### src/hdl/pu_pkg.sv
// ----------------------------------------------------------------------------
// pu_pkg: shared types and tables for the permutation unrank core
// Factorial table, field widths and the controller/datapath link structs.
// ----------------------------------------------------------------------------
package pu_pkg;

  localparam int RankW     = 63;
  localparam int LenW      = 7;
  localparam int TailMax   = 21;
  localparam int TailW     = 5;
  localparam int FactW     = 62;
  localparam int MaxNDflt  = 64;

  typedef logic [RankW-1:0] rank_t;
  typedef logic [LenW-1:0]  len_t;
  typedef logic [TailW-1:0] tail_t;
  typedef logic [FactW-1:0] fact_t;

  typedef struct packed {
    logic load;
    logic fail_ld;
    logic search;
    logic pre;
    logic cnt_inc;
    logic div;
    logic scan;
    logic tail_next;
  } pu_cmd_t;

  typedef struct packed {
    logic bad_req;
    logic search_over;
    logic search_hit;
    logic pre_more;
    logic div_ge;
    logic scan_pick;
    logic pos_zero;
  } pu_stat_t;

  function automatic fact_t fact_f(input tail_t idx);
    fact_t f;
    case (idx)
      5'd0:    f = 62'd1;
      5'd1:    f = 62'd1;
      5'd2:    f = 62'd2;
      5'd3:    f = 62'd6;
      5'd4:    f = 62'd24;
      5'd5:    f = 62'd120;
      5'd6:    f = 62'd720;
      5'd7:    f = 62'd5040;
      5'd8:    f = 62'd40320;
      5'd9:    f = 62'd362880;
      5'd10:   f = 62'd3628800;
      5'd11:   f = 62'd39916800;
      5'd12:   f = 62'd479001600;
      5'd13:   f = 62'd6227020800;
      5'd14:   f = 62'd87178291200;
      5'd15:   f = 62'd1307674368000;
      5'd16:   f = 62'd20922789888000;
      5'd17:   f = 62'd355687428096000;
      5'd18:   f = 62'd6402373705728000;
      5'd19:   f = 62'd121645100408832000;
      5'd20:   f = 62'd2432902008176640000;
      default: f = 62'd0;
    endcase
    return f;
  endfunction

endpackage

### src/hdl/pu_if.sv
// ----------------------------------------------------------------------------
// pu_req_if / pu_res_if: valid/ready channels of the permutation unrank core
// Request carries rank and length; result carries one permutation element.
// ----------------------------------------------------------------------------
interface pu_req_if import pu_pkg::*; ();
  logic  valid;
  logic  ready;
  rank_t rank;
  len_t  perm_length;
  modport source (output valid, output rank, output perm_length, input ready);
  modport sink   (input valid, input rank, input perm_length, output ready);
endinterface

interface pu_res_if import pu_pkg::*; ();
  logic valid;
  logic ready;
  len_t element_value;
  logic last;
  logic failed;
  modport source (output valid, output element_value, output last, output failed,
                  input ready);
  modport sink   (input valid, input element_value, input last, input failed,
                  output ready);
endinterface

### src/hdl/pu_ctrl.sv
// ----------------------------------------------------------------------------
// pu_ctrl: sequencer of the permutation unrank core
// Walks check, tail search, prefix output, digit division and value scan.
// ----------------------------------------------------------------------------
module pu_ctrl import pu_pkg::*; (
  input  logic     clk,
  input  logic     rst,
  input  logic     req_valid,
  output logic     req_ready,
  output logic     res_valid,
  input  logic     res_ready,
  input  pu_stat_t stat,
  output pu_cmd_t  cmd
);

  localparam logic [3:0] S_IDLE     = 4'd0;
  localparam logic [3:0] S_CHECK    = 4'd1;
  localparam logic [3:0] S_SEARCH   = 4'd2;
  localparam logic [3:0] S_PREFIX   = 4'd3;
  localparam logic [3:0] S_OUT_PRE  = 4'd4;
  localparam logic [3:0] S_DIV      = 4'd5;
  localparam logic [3:0] S_SCAN     = 4'd6;
  localparam logic [3:0] S_OUT_TAIL = 4'd7;
  localparam logic [3:0] S_OUT_FAIL = 4'd8;

  logic [3:0] state, state_next;

  assign req_ready = (state == S_IDLE);
  assign res_valid = (state == S_OUT_PRE) || (state == S_OUT_TAIL) ||
                     (state == S_OUT_FAIL);

  always_comb begin
    state_next = state;
    cmd = '0;
    case (state)
      S_IDLE: begin
        if (req_valid) begin
          cmd.load = 1'b1;
          state_next = S_CHECK;
        end
      end
      S_CHECK: begin
        if (stat.bad_req) begin
          cmd.fail_ld = 1'b1;
          state_next = S_OUT_FAIL;
        end else begin
          state_next = S_SEARCH;
        end
      end
      S_SEARCH: begin
        if (stat.search_over) begin
          cmd.fail_ld = 1'b1;
          state_next = S_OUT_FAIL;
        end else begin
          cmd.search = 1'b1;
          if (stat.search_hit) state_next = S_PREFIX;
        end
      end
      S_PREFIX: begin
        cmd.pre = 1'b1;
        state_next = stat.pre_more ? S_OUT_PRE : S_DIV;
      end
      S_OUT_PRE: begin
        if (res_ready) begin
          cmd.cnt_inc = 1'b1;
          state_next = S_PREFIX;
        end
      end
      S_DIV: begin
        cmd.div = 1'b1;
        if (!stat.div_ge) state_next = S_SCAN;
      end
      S_SCAN: begin
        cmd.scan = 1'b1;
        if (stat.scan_pick) state_next = S_OUT_TAIL;
      end
      S_OUT_TAIL: begin
        if (res_ready) begin
          if (stat.pos_zero) begin
            state_next = S_IDLE;
          end else begin
            cmd.tail_next = 1'b1;
            state_next = S_DIV;
          end
        end
      end
      S_OUT_FAIL: begin
        if (res_ready) state_next = S_IDLE;
      end
      default: state_next = S_IDLE;
    endcase
  end

  always_ff @(posedge clk) begin
    if (rst) state <= S_IDLE;
    else     state <= state_next;
  end

endmodule

### src/hdl/pu_dp.sv
// ----------------------------------------------------------------------------
// pu_dp: datapath of the permutation unrank core
// Holds rank, remainder, digit, used flags and the result word registers.
// ----------------------------------------------------------------------------
module pu_dp import pu_pkg::*; #(
  parameter int MAX_N = MaxNDflt
) (
  input  logic     clk,
  input  rank_t    req_rank,
  input  len_t     req_len,
  input  pu_cmd_t  cmd,
  output pu_stat_t stat,
  output len_t     element_value,
  output logic     last,
  output logic     failed
);

  localparam len_t MaxNL = LenW'(MAX_N);

  rank_t            rank;
  rank_t            rem;
  len_t             n;
  len_t             cnt;
  len_t             base;
  tail_t            i;
  tail_t            m;
  tail_t            pos;
  tail_t            k;
  tail_t            s;
  logic [TailMax-1:0] used;

  rank_t fact_pos;
  rank_t fact_i;

  assign fact_pos = {1'b0, fact_f(pos)};
  assign fact_i   = {1'b0, fact_f(i)};

  assign stat.bad_req     = (rank == '0) || (n == '0) || (n > MaxNL);
  assign stat.search_over = ({2'b00, i} > n);
  assign stat.search_hit  = (i >= TailW'(TailMax)) || (fact_i >= rank);
  assign stat.pre_more    = (cnt < base);
  assign stat.div_ge      = (rem >= fact_pos);
  assign stat.scan_pick   = !used[s] && (k == '0);
  assign stat.pos_zero    = (pos == '0);

  always_ff @(posedge clk) begin
    if (cmd.load) begin
      rank <= req_rank;
      n    <= req_len;
      i    <= TailW'(1);
    end
    if (cmd.fail_ld) begin
      element_value <= '0;
      last          <= 1'b1;
      failed        <= 1'b1;
    end
    if (cmd.search) begin
      if (stat.search_hit) begin
        m    <= i;
        base <= n - {2'b00, i};
        cnt  <= '0;
      end else begin
        i <= i + TailW'(1);
      end
    end
    if (cmd.pre) begin
      if (stat.pre_more) begin
        element_value <= cnt + LenW'(1);
        last          <= (cnt + LenW'(1) == n);
        failed        <= 1'b0;
      end else begin
        rem  <= rank - RankW'(1);
        pos  <= m - TailW'(1);
        used <= '0;
        k    <= '0;
      end
    end
    if (cmd.cnt_inc) cnt <= cnt + LenW'(1);
    // one subtraction of pos factorial per cycle
    if (cmd.div) begin
      if (stat.div_ge) begin
        rem <= rem - fact_pos;
        k   <= k + TailW'(1);
      end else begin
        s <= '0;
      end
    end
    // step to the k-th free value
    if (cmd.scan) begin
      if (!used[s]) begin
        if (k == '0) begin
          used[s]       <= 1'b1;
          element_value <= base + {2'b00, s} + LenW'(1);
          last          <= (cnt + LenW'(1) == n);
          failed        <= 1'b0;
        end else begin
          k <= k - TailW'(1);
        end
      end
      s <= s + TailW'(1);
    end
    if (cmd.tail_next) begin
      cnt <= cnt + LenW'(1);
      pos <= pos - TailW'(1);
      k   <= '0;
    end
  end

endmodule

### src/hdl/permutation_unrank_core.sv
// ----------------------------------------------------------------------------
// permutation_unrank_core: lexicographic permutation unranking
// Emits the rank-th permutation of 1..n one word at a time, or one failed word.
// ----------------------------------------------------------------------------
//  channel | dir | words per request   | payload
//  req     | in  | 1                   | rank[62:0], perm_length[6:0]
//  res     | out | n, or 1 when failed | element_value[6:0], last, failed
//
//  One request at a time; req.ready is high only while no request is in work.
//  A request passes the check, the tail search and one output step per prefix
//  word, then per tail digit the subtraction loop, the free-value scan and
//  one output word.
//  The digit loop subtracts one factorial at a time; the scan steps one pointer.
//  Reset is synchronous and returns the sequencer to idle; res.ready low holds
//  the current word.
module permutation_unrank_core import pu_pkg::*; #(
  parameter int MAX_N = MaxNDflt
) (
  input logic clk,
  input logic rst,
  pu_req_if.sink   req,
  pu_res_if.source res
);

  pu_cmd_t  cmd;
  pu_stat_t stat;

  pu_ctrl u_ctrl (
    .clk       (clk),
    .rst       (rst),
    .req_valid (req.valid),
    .req_ready (req.ready),
    .res_valid (res.valid),
    .res_ready (res.ready),
    .stat      (stat),
    .cmd       (cmd)
  );

  pu_dp #(.MAX_N(MAX_N)) u_dp (
    .clk           (clk),
    .req_rank      (req.rank),
    .req_len       (req.perm_length),
    .cmd           (cmd),
    .stat          (stat),
    .element_value (res.element_value),
    .last          (res.last),
    .failed        (res.failed)
  );

endmodule

### src/flat_wrapper.sv
// flat-port wrapper written by rule: the top's interface ports become plain ports
module permutation_unrank_core_flat import pu_pkg::*;
#(
  parameter int MAX_N = MaxNDflt
)
  (clk, rst, req_valid, req_rank, req_perm_length, req_ready, res_valid, res_element_value, res_last, res_failed, res_ready);
  pu_req_if req_i ();
  pu_res_if res_i ();
  input logic clk;
  input logic rst;
  input wire logic [$bits(req_i.valid)-1:0] req_valid;
  input wire logic [$bits(req_i.rank)-1:0] req_rank;
  input wire logic [$bits(req_i.perm_length)-1:0] req_perm_length;
  output wire logic [$bits(req_i.ready)-1:0] req_ready;
  output wire logic [$bits(res_i.valid)-1:0] res_valid;
  output wire logic [$bits(res_i.element_value)-1:0] res_element_value;
  output wire logic [$bits(res_i.last)-1:0] res_last;
  output wire logic [$bits(res_i.failed)-1:0] res_failed;
  input wire logic [$bits(res_i.ready)-1:0] res_ready;
  assign req_i.valid = req_valid;
  assign req_i.rank = req_rank;
  assign req_i.perm_length = req_perm_length;
  assign req_ready = req_i.ready;
  assign res_valid = res_i.valid;
  assign res_element_value = res_i.element_value;
  assign res_last = res_i.last;
  assign res_failed = res_i.failed;
  assign res_i.ready = res_ready;
  permutation_unrank_core #(.MAX_N(MAX_N)) u_core (.clk(clk), .rst(rst), .req(req_i), .res(res_i));
endmodule
### config.mk
export PLATFORM = sky130hd
export DESIGN_NAME = permutation_unrank_core_flat
export DESIGN_NICKNAME = d
export VERILOG_FILES = /design/src/hdl/pu_pkg.sv /design/src/hdl/pu_if.sv /design/src/hdl/pu_ctrl.sv /design/src/hdl/pu_dp.sv /design/src/hdl/permutation_unrank_core.sv /design/src/flat_wrapper.sv
export SDC_FILE = /design/constraint.sdc
export NUM_CORES = 1
export LEC_CHECK = 0
export CAP_MARGIN = 20
export CORE_ASPECT_RATIO = 0.75
export CORE_MARGIN = 2
export CORE_UTILIZATION = 25
export CTS_BUF_LIST = sky130_fd_sc_hd__clkbuf_8
export DETAILED_ROUTE_END_ITERATION = 8
export DONT_BUFFER_PORTS = 1
export GPL_TIMING_DRIVEN = 1
export PLACE_DENSITY = 0.42
export SYNTH_ARGS = -nofsm -noshare
export SYNTH_HDL_FRONTEND = slang
export SYNTH_HIERARCHICAL = 1
export SYNTH_SLANG_ARGS = --single-unit
### constraint.sdc
create_clock -name clk -period 6.2 [get_ports clk]
set_clock_uncertainty 0.1 [all_clocks]
set_input_delay 0.62 -clock clk [delete_from_list [all_inputs] [get_ports clk]]
set_output_delay 0.62 -clock clk [all_outputs]
set_load 0.01 [all_outputs]
==> flow_summary.ini, run 1 <==
[timing]
period_minus_slack_ns = 5.273
setup_viol = 0
relSlewSlack_pct = 27.35
rsz0062_at_grt = no
tightest_slew_ns = 1.083
finalMaxSlewViolations = 0
fin_ws_ns = 0.9270
hold_viol = 0
fin_crit_sh_pct = 85.05
timing.fmax_ghz = 0.1896
finalSetupTns_ns = 0

[grt]
grt_pass1_wl_um = 95760
met3_usage_pct = 3.807
grt_pass1_vias = 15622
track_usage_pct = 16.19
overflow = 0
use_met2_pct = 22.34
grt_max_degree = 71
use_met1_pct = 24.44
antenna_found_initial = 3
busiest_layer = met1

[clock_network]
clock_sink_count = 302
cts.clk_slew.worst_paths_ns = 0.07
worst_skew_pair.late_latency_ns = 0.69
htree_levels = 2
cts-root-buf = clkbuf_8
cts_tree = done
cts_inserted_buffers = 57
cts_resized = 0
clock_path_buffers = 3

[synthesis]
yosys_warnings = 6
ys_seq_area_share_pct = 37.81
synth_area_mm2 = 0.01861
async_reset_ff_share_pct = 0
synth_top_flop_cell = dfxtp_1
syn_inst = 2101
synth_cell_type_count = 87
synth_edf_count = 99
syn-num-nets = 2335
ys_ff_latch = 302
synth.avg_cell_area_um2 = 8.857

[die]
die_w_um = 319.0
die_y_um = 240.3
pin_count = 85
start_util_pct = 25.28
core_mm2 = 0.07360
rows = 86
die-area_mm2 = 0.07666

[detailed_routing]
drt-total-wl_um = 62960
drt_iter0_drc = 1193
drc = 0
vias_per_cell = 5.044
via_count = 15999
wire_per_inst_um = 19.85
ant_nets = 0
dr.pass1.iters = 5

[setup_path]
cp_max_fo = 15
crit_arrival_ns = 5.68
crit_type = register to register
critPathCaptureType = register
worstPathRequired_ns = 6.60
r2r_slack_ns = 0.93
start_kind = register

[finish]
final_net_count = 2388
multi_input_area_mm2 = 0.01055
drive_above_1_share_pct = 6.673
fin_cells = 3172
utilization_pct = 29.22
syn_to_final_growth_pct = 15.56
nFillCells = 7904
seq_area_mm2 = 0.007037

[placed_design]
post-dp-hpwl_um = 47640
place_inst = 2992
port_buffers = 0
gp_congestion = 0.8758
post-place-ws_ns = 1.119

[power_and_ir_drop]
power_leakage_nw = 8.516
pwr_density_cell_mw_per_mm2 = 409.2
ir_worst_vdd_v = 0.0001845

[min_path]
holdCritPathClass = primary input to register

[run]
drv_cap = 0

[outcome]
status = completed
-- sequential cells by signal, indices dropped and copies added (netlist names), 21 cells and up --
register,flops
u_core/u_dp/rank,63
u_core/u_dp/rem,63
u_core/u_dp/fact_i,48
u_core/u_dp/fact_pos,48
u_core/u_dp/used,21
-- metal layers --
layer  wire length, µm  up-vias  share of wire [%]
li1                  -     7755                  -
met5                 0        -                  0
met3              4253       90                6.8
met1             32490     7716                 52
met2             24750      438                 39
met4              1465        0                2.3
-- worst max-delay path: stages, from the launching register on --
cell and delay (ns):
edfxtp_1 0.49, inv_1 0.13, ha_1 0.31, nand4_1 0.16
nor4_1 0.82, nand3_1 0.27, a31oi_1 0.46, o22ai_1 0.35
nand2_1 0.37, mux2_2 0.53, ha_1 0.29, inv_1 0.12
a21oi_1 0.09, o21ai_0 0.34, o221ai_1 0.27
-- layout make-up --
class	instances	share of cell area [%]
Antenna cell	1	0.01164
Clock inverter	43	1.449
Inverter	170	2.967
Tap cell	968	5.632
Clock buffer	65	4.160
Timing Repair Buffer	91	4.003
Multi-Input combinational cell	1532	49.06
Sequential cell	302	32.72
-- metrics by stage --
stage | hold WS (ns) | cell area [µm²] | total power, mW
finish | 0.08984 | 21510 | 8.800
global route | 0.04854 | 21510 | 9.440
CTS | 0.009482 | 21500 | 8.811
detailed placement | 0.3441 | 19590 | 6.582
global placement | 0.3367 | 19590 | 6.594
floorplan | 0.3064 | 18610 | 5.524
-- worst paths after layout --
path | start | to | depth (start not counted)
worst max-delay path | u_core/u_dp/rank[41] | u_core/u_dp/fact_i[20] | 14
worst min-delay path | rst | u_core/u_ctrl/state[0] | 3
worst max register to register | u_core/u_dp/rank[41] | u_core/u_dp/fact_i[20] | 14
worst min register to register | u_core/u_dp/used[20] | u_core/u_dp/used[20] | 2
-- cell usage in the layout, fill, tap and decap left out, types with 52 or more instances in the layout --
| master | count |
|---|---|
| dfxtp_1 | 203 |
| inv_1 | 182 |
| nand2_1 | 168 |
| ha_1 | 157 |
| o21ai_0 | 140 |
| a21oi_1 | 129 |
| nor2_1 | 120 |
| edfxtp_1 | 99 |
| xnor2_1 | 90 |
| dlygate4sd3_1 | 71 |
| clkbuf_8 | 65 |
| nand3_1 | 64 |
| o211ai_1 | 62 |
| nor3_1 | 52 |
| a21o_1 | 52 |
-- power breakdown --
group          internal (mW)  switching, mW  total (mW)
registers               2.39          0.302        2.69
clock network           1.17          0.947        2.11
logic                   1.59           2.41        4.00
total                   5.14           3.66        8.80
-- kinds of logic (layout without fill, tap and decap cells) --
group / Yosys count / after routing / synth area share [%]
simple gates: 622 / 622 / 16.82
mux: 32 / 32 / 2.091
flops: 302 / 302 / 37.81
xor+xnor: 137 / 137 / 6.448
compound gates: 581 / 581 / 20.30
other cells: 0 / 1 / 0
fa+ha+maj: 160 / 160 / 10.88
buf+inv: 267 / 369 / 5.648
-- Yosys cell counts (11+ instances only) --
cell type | count | area [µm²]
nor2_1 | 121 | 454.2
a22o_1 | 21 | 183.9
edfxtp_1 | 99 | 2973
o21bai_1 | 16 | 120.1
o21ai_0 | 140 | 700.7
nor3b_1 | 11 | 82.58
mux2i_1 | 22 | 220.2
xor2_1 | 47 | 411.6
o22ai_1 | 23 | 143.9
dfxtp_1 | 203 | 4064
ha_1 | 157 | 1964
and2_1 | 17 | 106.4
nor4_1 | 26 | 162.7
and3_1 | 21 | 131.4
nor3_1 | 52 | 260.3
xnor2_1 | 90 | 788.3
nand2b_1 | 25 | 156.4
nand3_1 | 64 | 320.3
buf_1 | 15 | 56.30
nand4_1 | 32 | 200.2
or3_1 | 24 | 150.1
a211oi_1 | 23 | 172.7
clkbuf_1 | 69 | 259.0
nand2_1 | 168 | 630.6
o211ai_1 | 62 | 465.5
a21o_1 | 52 | 390.4
inv_1 | 167 | 626.9
a31oi_1 | 18 | 112.6
nor2b_1 | 18 | 112.6
a21oi_1 | 129 | 645.6
-- timing repair --
item / CTS / global route
endpoints found under the hold margin: 72 / 0
hold buffers: 71 / 0
buffers inserted: 0 / 0
Power figures use the tool's default switching activity.
==> run 2: changes to the inputs <==
Settings changed: RECOVER_POWER set to 50.
Clock period 6.2 ns to 5.1 ns, I/O delays scaled along.
==> run 2 against run 1 <==
The run now ends with max-capacitance violations, max-slew violations left. Critical path depth is 1 lower. Setup slack worse by 0.72 ns. Critical path type unchanged. Largest cell class unchanged. Maximum frequency is 7.7% higher. Sequential power is 22% higher.
==> flow_summary.ini, run 2 (same netlist as run 1, synthesis figures left out) <==
[outcome]
status = finished with violations
violations = max-capacitance violations, max-slew violations

[power_and_ir_drop]
power_leakage_nw = 8.601
ir_worst_vdd_v = 0.0002215
pwr_density_cell_mw_per_mm2 = 493.9

[run]
drv_cap = 2

[setup_path]
worstPathRequired_ns = 5.53
cp_max_fo = 9
path_cells = inv_1, ha_1, or4b_4, or3_1, or2_1, or2_4, or4_4, or4_4, o21ai_0, o22ai_1, o21ai_0, a221oi_2, dlygate4sd3_1
crit_type = register to register
crit_arrival_ns = 5.32
critical_path.max_stage_delay_ns = 0.56
slowest_stage = dlygate4sd3_1
cp.buffers_inverters = 2
start_kind = register
worstSetupStartpoint = u_core/u_dp/rank[1]
r2r_start = u_core/u_dp/rank[1]
cp_top_family = simple AND/OR/NAND/NOR gates
critPathCaptureType = register

[detailed_routing]
ant_nets = 0
dr.pass1.iters = 5
wire_per_inst_um = 19.51
drt-total-wl_um = 62200
drt_iter0_drc = 1113
drc = 0
vias_per_cell = 5.019
via_count = 15999

[placed_design]
gp_congestion = 0.8860
post-dp-hpwl_um = 47680
place_area_mm2 = 0.01976
port_buffers = 0

[timing]
tightest_slew_ns = 1.771
rsz0062_at_grt = no
finalSetupTns_ns = 0
period_minus_slack_ns = 4.897
fin_crit_sh_pct = 96.02
timing.fmax_ghz = 0.2042
timing.hold.ws_ns = 0.09099
finalMaxSlewViolations = 34
hold_viol = 0
relSlewSlack_pct = -18.05
setup_viol = 0

[grt]
antenna_found_initial = 2
track_usage_pct = 15.87
grt_pass1_vias = 14996
grt_pass1_wl_um = 93800
overflow = 0
grt_max_degree = 82

[finish]
syn_to_final_growth_pct = 16.37
reg.largest.list = u_core/u_dp/rank (63), u_core/u_dp/rem (63)
final_net_count = 2408
multi_input_area_mm2 = 0.01055
seq_area_mm2 = 0.007037
final_cell_mix = 203 x dfxtp_1, 182 x inv_1, 167 x nand2_1
design_area_mm2 = 0.02165
utilization_pct = 29.42
mostFrequentLayoutCell = dfxtp_1
drive_above_1_share_pct = 7.301
nFillCells = 7895

[die]
die_y_um = 240.3
pin_count = 85
core_mm2 = 0.07360
die-area_mm2 = 0.07666
start_util_pct = 25.28
rows = 86
die_w_um = 319.0

[clock_network]
cts_setup_buffers = 0
cts_inserted_buffers = 54
clock_path_buffers = 3
cts.clk_slew.worst_paths_ns = 0.06
htree_levels = 2
clock_sink_count = 302
worst_skew_pair.late_latency_ns = 0.65
cts_tree = done
cts-root-buf = clkbuf_8

[min_path]
holdCritPathClass = primary input to register
hold_start = res_ready
[run 2: layout make-up]
cell class | count | share of cell area (%)
diodes | 1 | 0.01156
clock buffers | 64 | 4.068
clock inverters | 37 | 1.375
inverters | 170 | 2.947
multi-input cells | 1532 | 48.73
flip-flops and latches | 302 | 32.50
well taps | 968 | 5.593
repair buffers | 114 | 4.778
[run 2: final timing paths]
path,depth (start not counted),slack [ns],to
worst max-delay path,13,0.20,u_core/u_ctrl/state[1]
worst min-delay path,3,0.09,u_core/u_ctrl/state[3]
worst max register to register,13,0.20,u_core/u_ctrl/state[1]
worst min register to register,2,0.37,u_core/u_dp/used[20]
[run 2: metrics by stage]
step	setup slack [ns]	std cells	power [mW]
5_1_grt	0.02261	3188	11.44
3_5_place_dp	0.1532	3012	8.042
2_1_floorplan	0.1671	2101	6.715
6_report	0.2031	3188	10.69
4_1_cts	0.09318	3186	10.71
3_3_place_gp	0.1666	3012	8.059
[run 2: power by group]
group          switching, mW  total, mW  internal [mW]
logic                   2.96       4.91           1.95
clock network           1.12       2.52           1.40
registers              0.362       3.27           2.91
total                   4.44       10.7           6.25
[run 2: routing by layer]
metal  wire [µm]  GRT usage [%]  vias to the layer above
li1            -              -                     7784
met3        3461          2.754                       73
met2       23830          21.09                      444
met5           0              0                        -
met4        1066          3.616                        0
met1       33850          25.60                     7698
[run 2: timing repair]
action | CTS | global route
gates resized for setup | 0 | 2
hold buffers | 73 | 0
setup endpoints to repair | 0 | 19
endpoints found under the hold margin | 74 | 0
[run 2: worst register-to-register path: stages, from the launching register on]
cell and delay [ns]:
edfxtp_1 0.41, inv_1 0.10, ha_1 0.20, or4b_4 0.51
or3_1 0.44, or2_1 0.48, or2_4 0.38, or4_4 0.47
or4_4 0.45, o21ai_0 0.24, o22ai_1 0.11, o21ai_0 0.27
a221oi_2 0.10, dlygate4sd3_1 0.56
==> run 3: changes to the inputs <==
Settings changed: CELL_PAD_IN_SITES_DETAIL_PLACEMENT set to 0, CELL_PAD_IN_SITES_GLOBAL_PLACEMENT set to 2, PLACE_DENSITY 0.42 to 0.58.
==> run 3 against run 2 <==
The run still ends with max-capacitance violations, max-slew violations left. Clock power rose by 11%. Combinational power grew 0.8%. Register-to-register slack gained 0.14 ns. Maximum frequency grew 3.0%. Largest cell class unchanged. Largest power group unchanged. Highest routed layer unchanged.
==> flow_summary.ini, run 3 (same netlist as run 1, synthesis figures left out) <==
[clock_network]
cts_inserted_buffers = 55
clock_sink_count = 302
htree_levels = 2
worst_skew_pair.late_latency_ns = 0.66
cts.clk_slew.worst_paths_ns = 0.07
cts_tree = done
cts-root-buf = clkbuf_8
cts_setup_buffers = 0
clock_path_buffers = 3

[grt]
antenna_found_initial = 1
track_usage_pct = 17.11
grt_pass1_vias = 15839
grt_max_degree = 64
overflow = 0
grt_pass1_wl_um = 100700

[die]
start_util_pct = 25.28
rows = 86
die_y_um = 240.3
pin_count = 85
die_w_um = 319.0
core_mm2 = 0.07360
die-area_mm2 = 0.07666

[finish]
nFillCells = 7894
seq_area_mm2 = 0.007037
mostFrequentLayoutCell = dfxtp_1
drive_above_1_share_pct = 7.637
diodes = 0
reg.largest.list = u_core/u_dp/rank (63), u_core/u_dp/rem (63)
utilization_pct = 29.65
syn_to_final_growth_pct = 17.27
multi_input_area_mm2 = 0.01056
final_net_count = 2414
final_cell_mix = 203 x dfxtp_1, 179 x inv_1, 168 x nand2_1

[timing]
timing.fmax_ghz = 0.2103
fin_ws_ns = 0.3444
finalMaxSlewViolations = 68
period_minus_slack_ns = 4.756
rsz0062_at_grt = no
hold_viol = 0
timing.hold.ws_ns = 0.2455
tightest_slew_ns = 2.139
fin_crit_sh_pct = 93.25
relSlewSlack_pct = -42.63
setup_viol = 0

[placed_design]
post-dp-hpwl_um = 51150
gp_congestion = 0.8212
post-place-ws_ns = -0.08331
port_buffers = 0

[setup_path]
path_cells = inv_1, ha_1, nand4_1, nor4_4, nand3_1, a31oi_2, o22ai_1, buf_4, nand2_1, mux2_2, ha_1, inv_1, a21oi_1, o21ai_0, o21ai_0
r2r_start = u_core/u_dp/rank[45]
cp_top_family = simple AND/OR/NAND/NOR gates
worstPathRequired_ns = 5.47
cp_max_fo = 15
r2r_slack_ns = 0.34
start_kind = register
cp.buffers_inverters = 3
slowest_stage = mux2_2
worstSetupStartpoint = u_core/u_dp/rank[45]
critical_path.max_stage_delay_ns = 0.53
crit_arrival_ns = 5.12
critPathCaptureType = register
crit_type = register to register

[detailed_routing]
via_count = 16021
ant_nets = 0
drt-total-wl_um = 65830
dr.pass1.iters = 8
vias_per_cell = 5.016
drt_iter0_drc = 1201
wire_per_inst_um = 20.61
drc = 0

[outcome]
violations = max-capacitance violations, max-slew violations
status = finished with violations

[power_and_ir_drop]
pwr_density_cell_mw_per_mm2 = 504.2
ir_worst_vdd_v = 0.0002692
power_leakage_nw = 8.669

[min_path]
holdCritPathClass = primary input to register
hold_start = req_valid

[run]
drv_cap = 2
-- run 3: changes by cell type in the layout (fill, tap and decap cells not counted), sizes merged --
cell,before,now
buf,32,37
bufinv,5,9
clkinv,17,14
clkinvlp,2,5
inv,183,180
clkbuf,73,74
diode,1,0
-- run 3: layer usage --
layer | wire length (µm) | GRT usage [%] | up-vias
li1 | - | - | 7785
met1 | 35500 | 26.79 | 7739
met4 | 1018 | 3.688 | 0
met5 | 0 | 0 | -
met2 | 25500 | 23.58 | 423
met3 | 3811 | 3.344 | 74
-- run 3: worst min-delay path, delay by kind of cell --
kind | cells | cell delay [ns]
and+or+nand+nor | 1 | 0.11
AOI/OAI and AO/OA | 3 | 0.35
-- run 3: path summary, 6_finish.rpt --
kind         cells after the start                     end
max                             15  u_core/u_dp/fact_i[36]
max reg2reg                     15  u_core/u_dp/fact_i[36]
min reg2reg                      2    u_core/u_dp/used[15]
min                              4  u_core/u_ctrl/state[0]
-- run 3: final cells by class --
type                            instances  share of cell area, %
Multi-Input combinational cell       1532                  48.38
Clock inverter                         38                  1.903
Timing Repair Buffer                  119                  4.896
Clock buffer                           65                  4.099
Sequential cell                       302                  32.24
Inverter                              170                  2.924
Tap cell                              968                  5.550
-- run 3: repair_timing --
item	CTS	global route
hold endpoints to repair	74	0
hold buffers	73	0
pin swaps	0	0
gates resized for setup	1	2
endpoints found under the setup margin	2	3
-- run 3: through the flow --
step | power [mW] | TNS (ns) | instances | area [µm²]
after floorplan | 6.715 | 0 | 2101 | 18610
after global placement | 8.186 | -0.1255 | 3018 | 19810
after detailed placement | 8.129 | -0.08331 | 3018 | 19810
after CTS | 11.09 | 0 | 3194 | 21850
after global routing | 11.86 | 0 | 3194 | 21820
final | 11.00 | 0 | 3194 | 21820
-- run 3: power by group --
group	internal, mW	leakage, nW	total [mW]	switching, mW
clock network	1.63	0.704	2.79	1.17
registers	2.91	2.60	3.26	0.357
logic	1.95	5.37	4.95	3.00
